<file path="src/design/sll_pkg.sv">
// ----------------------------------------------------------------------------
// sll_pkg
// Shared types and codes for the static linked list engine: command and
// response beats, command and status codes, controller states.
// ----------------------------------------------------------------------------
package sll_pkg;

    // command codes
    localparam logic [1:0] CMD_INIT   = 2'd0;
    localparam logic [1:0] CMD_INSERT = 2'd1;
    localparam logic [1:0] CMD_DELETE = 2'd2;
    localparam logic [1:0] CMD_LOCATE = 2'd3;

    // status codes
    localparam logic [1:0] STAT_OK     = 2'd0;
    localparam logic [1:0] STAT_BADPOS = 2'd1;
    localparam logic [1:0] STAT_FULL   = 2'd2;

    // fixed node roles: 0 is the null link, 1 is the list head, 2 is the first free node
    localparam int unsigned NULL_NODE  = 0;
    localparam int unsigned HEAD_NODE  = 1;
    localparam int unsigned FIRST_FREE = 2;

    localparam int unsigned POS_W  = 10;
    localparam int unsigned DATA_W = 32;

    typedef struct packed {
        logic [1:0]              command;
        logic [POS_W-1:0]        position;
        logic signed [DATA_W-1:0] data_value;
    } sll_cmd_t;

    typedef struct packed {
        logic [1:0]              status;
        logic signed [DATA_W-1:0] removed_value;
        logic [POS_W-1:0]        found_position;
    } sll_rsp_t;

    typedef enum logic [3:0] {
        S_CLEAR,
        S_IDLE,
        S_WALK,
        S_DEL_A,
        S_DEL_B,
        S_INS_A,
        S_INS_B,
        S_LOC_HEAD,
        S_LOC,
        S_DONE
    } sll_state_t;

endpackage

</file>
<file path="src/design/sll_ctrl.sv">
// ----------------------------------------------------------------------------
// sll_ctrl
// Command sequencer: walks the link store one node per cycle, performs the
// read-modify-write of links and values, keeps the free chain head and
// holds the response register.
// ----------------------------------------------------------------------------
module sll_ctrl #(
    parameter int unsigned NODE_COUNT = 1024
) (
    input  logic                          clk,
    input  logic                          rst_n,
    input  logic                          cmd_valid,
    output logic                          cmd_stall,
    input  sll_pkg::sll_cmd_t             cmd,
    output logic                          rsp_valid,
    input  logic                          rsp_stall,
    output sll_pkg::sll_rsp_t             rsp,
    output logic                          link_wr_en,
    output logic [$clog2(NODE_COUNT)-1:0] link_wr_addr,
    output logic [$clog2(NODE_COUNT)-1:0] link_wr_data,
    output logic [$clog2(NODE_COUNT)-1:0] link_rd_addr,
    input  logic [$clog2(NODE_COUNT)-1:0] link_rd_data,
    output logic                          val_wr_en,
    output logic [$clog2(NODE_COUNT)-1:0] val_wr_addr,
    output logic [sll_pkg::DATA_W-1:0]    val_wr_data,
    output logic [$clog2(NODE_COUNT)-1:0] val_rd_addr,
    input  logic [sll_pkg::DATA_W-1:0]    val_rd_data
);

    localparam int unsigned IDX_W = $clog2(NODE_COUNT);
    localparam logic [IDX_W-1:0] NULL_IDX  = IDX_W'(sll_pkg::NULL_NODE);
    localparam logic [IDX_W-1:0] HEAD_IDX  = IDX_W'(sll_pkg::HEAD_NODE);
    localparam logic [IDX_W-1:0] FREE_IDX  = IDX_W'(sll_pkg::FIRST_FREE);
    localparam logic [IDX_W-1:0] LAST_IDX  = IDX_W'(NODE_COUNT - 1);

    sll_pkg::sll_state_t state_reg, state_next;

    logic [1:0]                 cmd_reg, cmd_next;
    logic [sll_pkg::POS_W-1:0]  rem_reg, rem_next;
    logic [sll_pkg::POS_W-1:0]  cnt_reg, cnt_next;
    logic [sll_pkg::DATA_W-1:0] val_reg, val_next;
    logic [IDX_W-1:0]           cur_reg, cur_next;
    logic [IDX_W-1:0]           nxt_reg, nxt_next;
    logic [IDX_W-1:0]           j_reg, j_next;
    logic [IDX_W-1:0]           free_reg, free_next;
    logic [IDX_W-1:0]           clr_reg, clr_next;
    logic                       clr_init_reg, clr_init_next;
    sll_pkg::sll_rsp_t          res_reg, res_next;
    sll_pkg::sll_rsp_t          out_reg, out_next;
    logic                       out_valid_reg, out_valid_next;

    always_ff @(posedge clk or negedge rst_n)
    begin
        if (!rst_n)
        begin
            state_reg     <= sll_pkg::S_CLEAR;
            clr_reg       <= '0;
            clr_init_reg  <= 1'b0;
            free_reg      <= FREE_IDX;
            out_valid_reg <= 1'b0;
        end
        else
        begin
            state_reg     <= state_next;
            clr_reg       <= clr_next;
            clr_init_reg  <= clr_init_next;
            free_reg      <= free_next;
            out_valid_reg <= out_valid_next;
        end
    end

    always_ff @(posedge clk)
    begin
        cmd_reg <= cmd_next;
        rem_reg <= rem_next;
        cnt_reg <= cnt_next;
        val_reg <= val_next;
        cur_reg <= cur_next;
        nxt_reg <= nxt_next;
        j_reg   <= j_next;
        res_reg <= res_next;
        out_reg <= out_next;
    end

    always_comb
    begin
        state_next     = state_reg;
        cmd_next       = cmd_reg;
        rem_next       = rem_reg;
        cnt_next       = cnt_reg;
        val_next       = val_reg;
        cur_next       = cur_reg;
        nxt_next       = nxt_reg;
        j_next         = j_reg;
        free_next      = free_reg;
        clr_next       = clr_reg;
        clr_init_next  = clr_init_reg;
        res_next       = res_reg;
        out_next       = out_reg;
        out_valid_next = out_valid_reg && rsp_stall;

        cmd_stall    = (state_reg != sll_pkg::S_IDLE);
        link_wr_en   = 1'b0;
        link_wr_addr = cur_reg;
        link_wr_data = '0;
        link_rd_addr = cur_reg;
        val_wr_en    = 1'b0;
        val_wr_addr  = j_reg;
        val_wr_data  = val_reg;
        val_rd_addr  = cur_reg;

        case (state_reg)
            sll_pkg::S_CLEAR:
            begin
                // rebuild free chain, head node gets a null link
                link_wr_en   = 1'b1;
                link_wr_addr = clr_reg;
                if (clr_reg == HEAD_IDX || clr_reg == LAST_IDX)
                begin
                    link_wr_data = NULL_IDX;
                end
                else
                begin
                    link_wr_data = clr_reg + IDX_W'(1);
                end
                if (clr_reg == LAST_IDX)
                begin
                    state_next = clr_init_reg ? sll_pkg::S_DONE : sll_pkg::S_IDLE;
                end
                else
                begin
                    clr_next = clr_reg + IDX_W'(1);
                end
            end

            sll_pkg::S_IDLE:
            begin
                link_rd_addr = HEAD_IDX;
                if (cmd_valid)
                begin
                    cmd_next = cmd.command;
                    val_next = cmd.data_value;
                    rem_next = cmd.position - sll_pkg::POS_W'(1);
                    cur_next = HEAD_IDX;
                    res_next = '0;
                    case (cmd.command)
                        sll_pkg::CMD_INIT:
                        begin
                            clr_next      = '0;
                            clr_init_next = 1'b1;
                            free_next     = FREE_IDX;
                            state_next    = sll_pkg::S_CLEAR;
                        end
                        sll_pkg::CMD_LOCATE:
                        begin
                            state_next = sll_pkg::S_LOC_HEAD;
                        end
                        default:
                        begin
                            if (cmd.position == '0)
                            begin
                                res_next.status = sll_pkg::STAT_BADPOS;
                                state_next      = sll_pkg::S_DONE;
                            end
                            else
                            begin
                                state_next = sll_pkg::S_WALK;
                            end
                        end
                    endcase
                end
            end

            sll_pkg::S_WALK:
            begin
                // link_rd_data is the link of cur_reg
                if (rem_reg != '0)
                begin
                    if (link_rd_data == NULL_IDX)
                    begin
                        res_next.status = sll_pkg::STAT_BADPOS;
                        state_next      = sll_pkg::S_DONE;
                    end
                    else
                    begin
                        cur_next     = link_rd_data;
                        rem_next     = rem_reg - sll_pkg::POS_W'(1);
                        link_rd_addr = link_rd_data;
                    end
                end
                else
                begin
                    // cur_reg is the predecessor
                    nxt_next = link_rd_data;
                    if (cmd_reg == sll_pkg::CMD_DELETE)
                    begin
                        if (link_rd_data == NULL_IDX)
                        begin
                            res_next.status = sll_pkg::STAT_BADPOS;
                            state_next      = sll_pkg::S_DONE;
                        end
                        else
                        begin
                            j_next       = link_rd_data;
                            link_rd_addr = link_rd_data;
                            val_rd_addr  = link_rd_data;
                            state_next   = sll_pkg::S_DEL_A;
                        end
                    end
                    else if (free_reg == NULL_IDX)
                    begin
                        res_next.status = sll_pkg::STAT_FULL;
                        state_next      = sll_pkg::S_DONE;
                    end
                    else
                    begin
                        j_next       = free_reg;
                        link_rd_addr = free_reg;
                        state_next   = sll_pkg::S_INS_A;
                    end
                end
            end

            sll_pkg::S_DEL_A:
            begin
                // unlink victim from predecessor
                link_wr_en             = 1'b1;
                link_wr_addr           = cur_reg;
                link_wr_data           = link_rd_data;
                res_next.removed_value = val_rd_data;
                state_next             = sll_pkg::S_DEL_B;
            end

            sll_pkg::S_DEL_B:
            begin
                // push victim onto free chain
                link_wr_en   = 1'b1;
                link_wr_addr = j_reg;
                link_wr_data = free_reg;
                free_next    = j_reg;
                state_next   = sll_pkg::S_DONE;
            end

            sll_pkg::S_INS_A:
            begin
                // pop free node, fill it and point it at the old successor
                free_next    = link_rd_data;
                link_wr_en   = 1'b1;
                link_wr_addr = j_reg;
                link_wr_data = nxt_reg;
                val_wr_en    = 1'b1;
                state_next   = sll_pkg::S_INS_B;
            end

            sll_pkg::S_INS_B:
            begin
                link_wr_en   = 1'b1;
                link_wr_addr = cur_reg;
                link_wr_data = j_reg;
                state_next   = sll_pkg::S_DONE;
            end

            sll_pkg::S_LOC_HEAD:
            begin
                if (link_rd_data == NULL_IDX)
                begin
                    state_next = sll_pkg::S_DONE;
                end
                else
                begin
                    cur_next     = link_rd_data;
                    cnt_next     = sll_pkg::POS_W'(1);
                    link_rd_addr = link_rd_data;
                    val_rd_addr  = link_rd_data;
                    state_next   = sll_pkg::S_LOC;
                end
            end

            sll_pkg::S_LOC:
            begin
                if (val_rd_data == val_reg)
                begin
                    res_next.found_position = cnt_reg;
                    state_next              = sll_pkg::S_DONE;
                end
                else if (link_rd_data == NULL_IDX)
                begin
                    state_next = sll_pkg::S_DONE;
                end
                else
                begin
                    cur_next     = link_rd_data;
                    cnt_next     = cnt_reg + sll_pkg::POS_W'(1);
                    link_rd_addr = link_rd_data;
                    val_rd_addr  = link_rd_data;
                end
            end

            sll_pkg::S_DONE:
            begin
                if (!out_valid_reg || !rsp_stall)
                begin
                    out_next       = res_reg;
                    out_valid_next = 1'b1;
                    clr_init_next  = 1'b0;
                    state_next     = sll_pkg::S_IDLE;
                end
            end

            default:
            begin
                state_next = sll_pkg::S_IDLE;
            end
        endcase
    end

    assign rsp_valid = out_valid_reg;
    assign rsp       = out_reg;

endmodule

</file>
<file path="config.mk">
export PLATFORM = sky130hd
export DESIGN_NAME = sll_ctrl
export DESIGN_NICKNAME = d
export VERILOG_FILES = /design/src/design/sll_pkg.sv /design/src/design/sll_ctrl.sv
export SDC_FILE = /design/constraint.sdc
export NUM_CORES = 1
export LEC_CHECK = 0
export BUFFER_PORTS_ARGS = -buffer_cell sky130_fd_sc_hd__buf_4
export CAP_MARGIN = 30
export CORE_UTILIZATION = 43
export CTS_BUF_LIST = sky130_fd_sc_hd__clkbuf_8
export CTS_CLUSTER_DIAMETER = 200
export DETAILED_ROUTE_END_ITERATION = 8
export PLACE_DENSITY_LB_ADDON = 0.3
export SLEW_MARGIN = 20
export SYNTH_ARGS = -nofsm -noshare
export SYNTH_HDL_FRONTEND = slang
export SYNTH_SLANG_ARGS = --single-unit
</file>
<file path="constraint.sdc">
create_clock -name clk -period 4.4 [get_ports clk]
set_clock_uncertainty 0.05 [all_clocks]
set_input_delay 0 -clock clk [delete_from_list [all_inputs] [get_ports clk]]
set_output_delay 0 -clock clk [all_outputs]
set_load 0.01 [all_outputs]
</file>
# After elaboration in Yosys (flattened, before gate mapping)
# Index checks and enable logic that the tools add are counted.
# totals
in_bits	90
ff_bits	198
output_inout_bits	130
elab_cells	155
# classes
reduce_logical	37
bitwise	1
n_mux	66
addsub	4
n_eq_ne	29
# op_table
cell	n
$mux 10	25
$pmux 10 s2	5
$pmux 10 s4	2
$pmux 32 s2	1
$pmux 10 s3	2
$pmux 10 s5	1
$mux 4	11
$mux 44	1
$pmux 4 s9	1
$eq 32x32->1	1
$logic_not 10->1	3
$ne 2x2->1 const B	12
$add 10x1->10 const B	2
$reduce_and 4->1	5
$sub 10x1->10 const B	2
$eq 4x3->1 const B	4
$reduce_and 3->1	5
$reduce_bool 2->1	6
$eq 10x1->1 const B	1
$eq 10x10->1 const B	1
$mux 1	10
$reduce_bool 10->1	1
$eq 4x2->1 const B	2
$eq 4x4->1 const B	2
other kinds (20)	31

# Longest topological paths before layout
# logic_depth
depth_word	5
ltp_mapped	10
mapped_depth_nobuf	7

# Least setup slack after synthesis
# Ideal clock, no wire load.
# synth_timing
kind	register to register
start	reg state_reg[1]
end	reg out_reg, in the netlist rsp[0] (enable)
path_stages_with_launch	5
setup_time_ns	0.462
t_arrival_ns	3.347
n_path_buf	1
slack_ns	0.541
period_less_slack_ns	3.859
t_required_ns	3.888
cell_sequence	dfrtp_1 buf_2 nand2b_1 or3_1 a21oi_1
# synth_via
elab_chain_cells	2
# synth_lines
item	line	text
start, declared	sll_ctrl.sv:36	sll_pkg::sll_state_t state_reg, state_next;
start signal, assigned	sll_ctrl.sv:56	state_reg <= sll_pkg::S_CLEAR;
start signal, assigned	sll_ctrl.sv:64	state_reg <= state_next;
$eq 4x4->1	sll_ctrl.sv:112	case (state_reg)
$reduce_and 2->1 (no source line)	n/a	
end signal, assigned	sll_ctrl.sv:82	out_reg <= out_next;
end, declared	sll_ctrl.sv:49	sll_pkg::sll_rsp_t out_reg, out_next;
# No other way between the ends.
# A chain may end at the register's enable or synchronous reset.

# Worst setup path after layout
# layout_timing
start	reg state_reg[1]
end	reg rem_reg[9] (netlist name) (data pin)
# layout_via
elab_chain_cells	2
word_cells_on_any_way	3
classes_between	eq/ne: 2; mux: 1
# layout_lines
item	line	text
$eq 4x2->1 / $eq 4x1->1 (equally long branches)	sll_ctrl.sv:112	
$pmux 10 s2 (*)	sll_ctrl.sv:112	
via rem_next (one bit)	sll_ctrl.sv:39	logic [sll_pkg::POS_W-1:0] rem_reg, rem_next;
end signal, assigned	sll_ctrl.sv:75	rem_reg <= rem_next;
end, declared	sll_ctrl.sv:39	
# The timed path passes the listed nets; every way through them passes the cells marked *.

==> results.sh <==
export IMPL_critPathMaxStageDelay_ps=960
export IMPL_run_status="finished, final reports clean"
export IMPL_switching_share=0.3808
export IMPL_pwr_share_clk=0.167
export IMPL_viasPerCell=5.625
export IMPL_place_ws_ps=1222
export IMPL_cp_data_arrival_time_ps=3850
export IMPL_crit_family="simple AND/OR/NAND/NOR gates"
export IMPL_cp_cell_sequence="or4b_1 -> mux2i_1 -> or2_2 -> nor2_1 -> xnor2_1 -> dlygate4sd3_1 -> mux2i_1"
export IMPL_grt_max_degree=44
export IMPL_cts_buffers=17
export IMPL_drtPass1Iterations=6
export IMPL_diodes=0
export IMPL_worstSetupPathType="reg2reg"
export IMPL_grt_ovfl_total=0
export IMPL_avgSynthCellArea_um2=12.31
export IMPL_synth_area_um2=9415
export IMPL_via_count=7639
export IMPL_dp_hpwl_mm=18.51
export IMPL_power_switching_uw=2560
export IMPL_routedWlPerCell_um=19.94
export IMPL_synth_seq_cells=198
export IMPL_drc=0
export IMPL_synth_main_ff_cell="edfxtp_1"
export IMPL_routed_wl_mm=27.08
export IMPL_synth_cell_type_count=63
export IMPL_grt_setup_unrepaired="no"
export IMPL_setup_viol=0
export IMPL_yosysSeqAreaShare=0.6178
export IMPL_p_leak_uw=0.005079
export IMPL_final_min_clock_period_ps=3704
export IMPL_synth_nets=861
export IMPL_hold_class="in2reg"
export IMPL_startpoint_type="register"
export IMPL_drive_gt1_frac=0.2687
export IMPL_root_buffer="clkbuf_8"
export IMPL_netlist_instances=765
export IMPL_coreArea_um2=21220
export IMPL_p_per_area_nw_per_um2=531.4
export IMPL_nets=1167
export IMPL_seqPwrFrac=0.442
export IMPL_grt_pass1_vias=7405
export IMPL_finalHoldViolCount=0
export IMPL_ant_nets=0
export IMPL_io_buffers=219
export IMPL_postCtsSetupRepairBufs=0
export IMPL_critPathSlowestCell="or4b_1"
export IMPL_synth_warnings=0
export IMPL_dpl_cell_area_um2=11320
export IMPL_drv_slew=0
export IMPL_initial_core_util=0.4437
export IMPL_clock_sinks=198
export IMPL_intPower_uw=4164
export IMPL_clockBufferDepth=2
export IMPL_grt_usage=0.2423
export IMPL_syn_to_final_growth_pct=34.39
export IMPL_die_w_um=150.0
export IMPL_fin_tns_setup_ps=0
export IMPL_worstPathRequired_ps=4550
export IMPL_maxCapViolations=0
export IMPL_vdd_drop_max_v=0.0004053
export IMPL_clk_pin_slew_ps=110
export IMPL_gp_congestion=0.9116
export IMPL_async_flop_share=0.1313
export IMPL_critPathCaptureType="register"
export IMPL_io_pins=220
export IMPL_worst_skew_pair_late_latency_ps=470
export IMPL_antenna_found_initial=0
export IMPL_final_setup_worst_slack_ps=696.5
export IMPL_worst_pin_slew_ps=989.3
export IMPL_cts_tree="yes"
export IMPL_synth_edf_count=172
export IMPL_fin_crit_sh=0.8417
export IMPL_rows=53
export IMPL_path_common_cell="mux2i_1"
export IMPL_fin_area_um2=12650
export IMPL_cts_resized=0
export IMPL_htree_levels=4
export IMPL_cp_buffers_inverters=1
export IMPL_fmax_mhz=270.0
export IMPL_die_h_um=150.0
export IMPL_maxSlewHeadroom=0.3405
export IMPL_path_max_fanout=23
export IMPL_dieArea_um2=22490
export IMPL_grt_pass1_wl_mm=40.95
export IMPL_drt_iter0_markers=834
export IMPL_pwr_share_comb=0.391
worst paths after layout:
kind,startpoint,end,slack [ps],depth (start not counted)
max,state_reg[1],rem_reg[9],700,7
min,cmd[33],rem_reg[1],80,4
max reg2reg,state_reg[1],rem_reg[9],700,7
min reg2reg,res_reg[11],rsp[11],370,0
max in group asynchronous,rst_n,state_reg[3],3590,4
min in group asynchronous,rst_n,clr_reg[9],540,4
timing repair:
action | 4_1_cts | 5_1_grt
endpoints found under the hold margin | 149 | 0
endpoints found under the setup margin | 0 | 0
hold buffers | 93 | 0
stage by stage:
stage | total power (µW) | hold WS [ps] | instances | utilization
after floorplan | 4406 | -345.6 | 765 | -
after global placement | 5468 | -104.9 | 1232 | 0.5336
after detailed placement | 5524 | -102.4 | 1232 | 0.5336
after CTS | 6715 | 54.54 | 1356 | 0.5956
after global routing | 7079 | 101.7 | 1358 | 0.5963
final | 6724 | 76.56 | 1358 | 0.5963
tightest hold or removal path: cells and delay by family:
kind	cells	cell delay, ps
muxes	1	80
adders and majority gates	1	280
buffers and inverters	2	150
area by class of cell:
| type | count | area (µm²) |
|---|---|---|
| tap | 275 | 344.1 |
| inverter | 28 | 105.1 |
| clock buffer | 17 | 234.0 |
| sequential | 198 | 5817 |
| timing repair buffer | 326 | 2690 |
| clock inverter | 14 | 140.1 |
| fill | 1723 | 8567 |
| multi-input combinational | 500 | 3323 |
metal layers:
layer / part of all wire / up-vias / GRT usage / routed length (µm)
met4: 0.026 / 0 / 0.09141 / 693
met2: 0.48 / 439 / 0.4042 / 12990
met5: 0 / - / 0 / 0
met3: 0.091 / 50 / 0.04543 / 2474
met1: 0.40 / 3658 / 0.3128 / 10930
li1: - / 3492 / - / -
power groups by stage:
stage | clock, µW | sequential [µW] | combinational, µW
after floorplan | 0 | 2870 | 1530
after global placement | 0 | 2990 | 2480
after detailed placement | 0 | 3010 | 2520
after CTS | 1150 | 2960 | 2600
after global routing | 1220 | 3020 | 2850
final | 1120 | 2970 | 2630
cells in the final DEF, fill, tap and decap left out, types with 4 or more instances in the layout:
master         instances
a222oi_1              17
nor4_1                 9
xnor2_1               47
xor2_1                 9
nor2_1                49
a221o_1                4
mux2_2                 7
and2_1                44
nor2b_1                4
nand3_1               15
nand2_1               66
inv_8                  7
and3_1                 5
a22oi_1               12
buf_4                232
a22o_1                14
o211ai_1              10
o21ai_0               32
clkbuf_8              17
a211o_1                7
inv_1                 29
ha_1                   6
dlygate4sd3_1         92
nand4_1               13
or3_1                  5
nor3_1                11
dfrtp_1               25
a21oi_1               47
edfxtp_1             172
mux2i_1               13
cells by family after synthesis:
logic type | Yosys count | share of synthesized area
and+or+nand+nor | 244 | 0.1406
DFF | 198 | 0.6178
AOI/OAI and AO/OA | 174 | 0.1289
buffers and inverters | 67 | 0.03043
xor gates and xnor gates | 56 | 0.05209
muxes | 20 | 0.02219
adders and majority gates | 6 | 0.007973
cell usage after synthesis, types with 10 or more instances:
cell type  count  share of area
mux2i_1       13          0.014
nand3_1       15         0.0080
nor3_1        11         0.0058
o211ai_1      10         0.0080
inv_1         28          0.011
dfrtp_1       25          0.066
edfxtp_1     172           0.55
nor2_1        49          0.020
clkbuf_1      20         0.0080
a22oi_1       12         0.0096
buf_2         14         0.0074
and2_1        44          0.029
a21oi_1       48          0.026
a222oi_1      17          0.018
xnor2_1       47          0.044
o21ai_0       32          0.017
nand2_1       66          0.026
nand4_1       13         0.0086
a22o_1        14          0.013
Power figures use the tool's default switching activity.
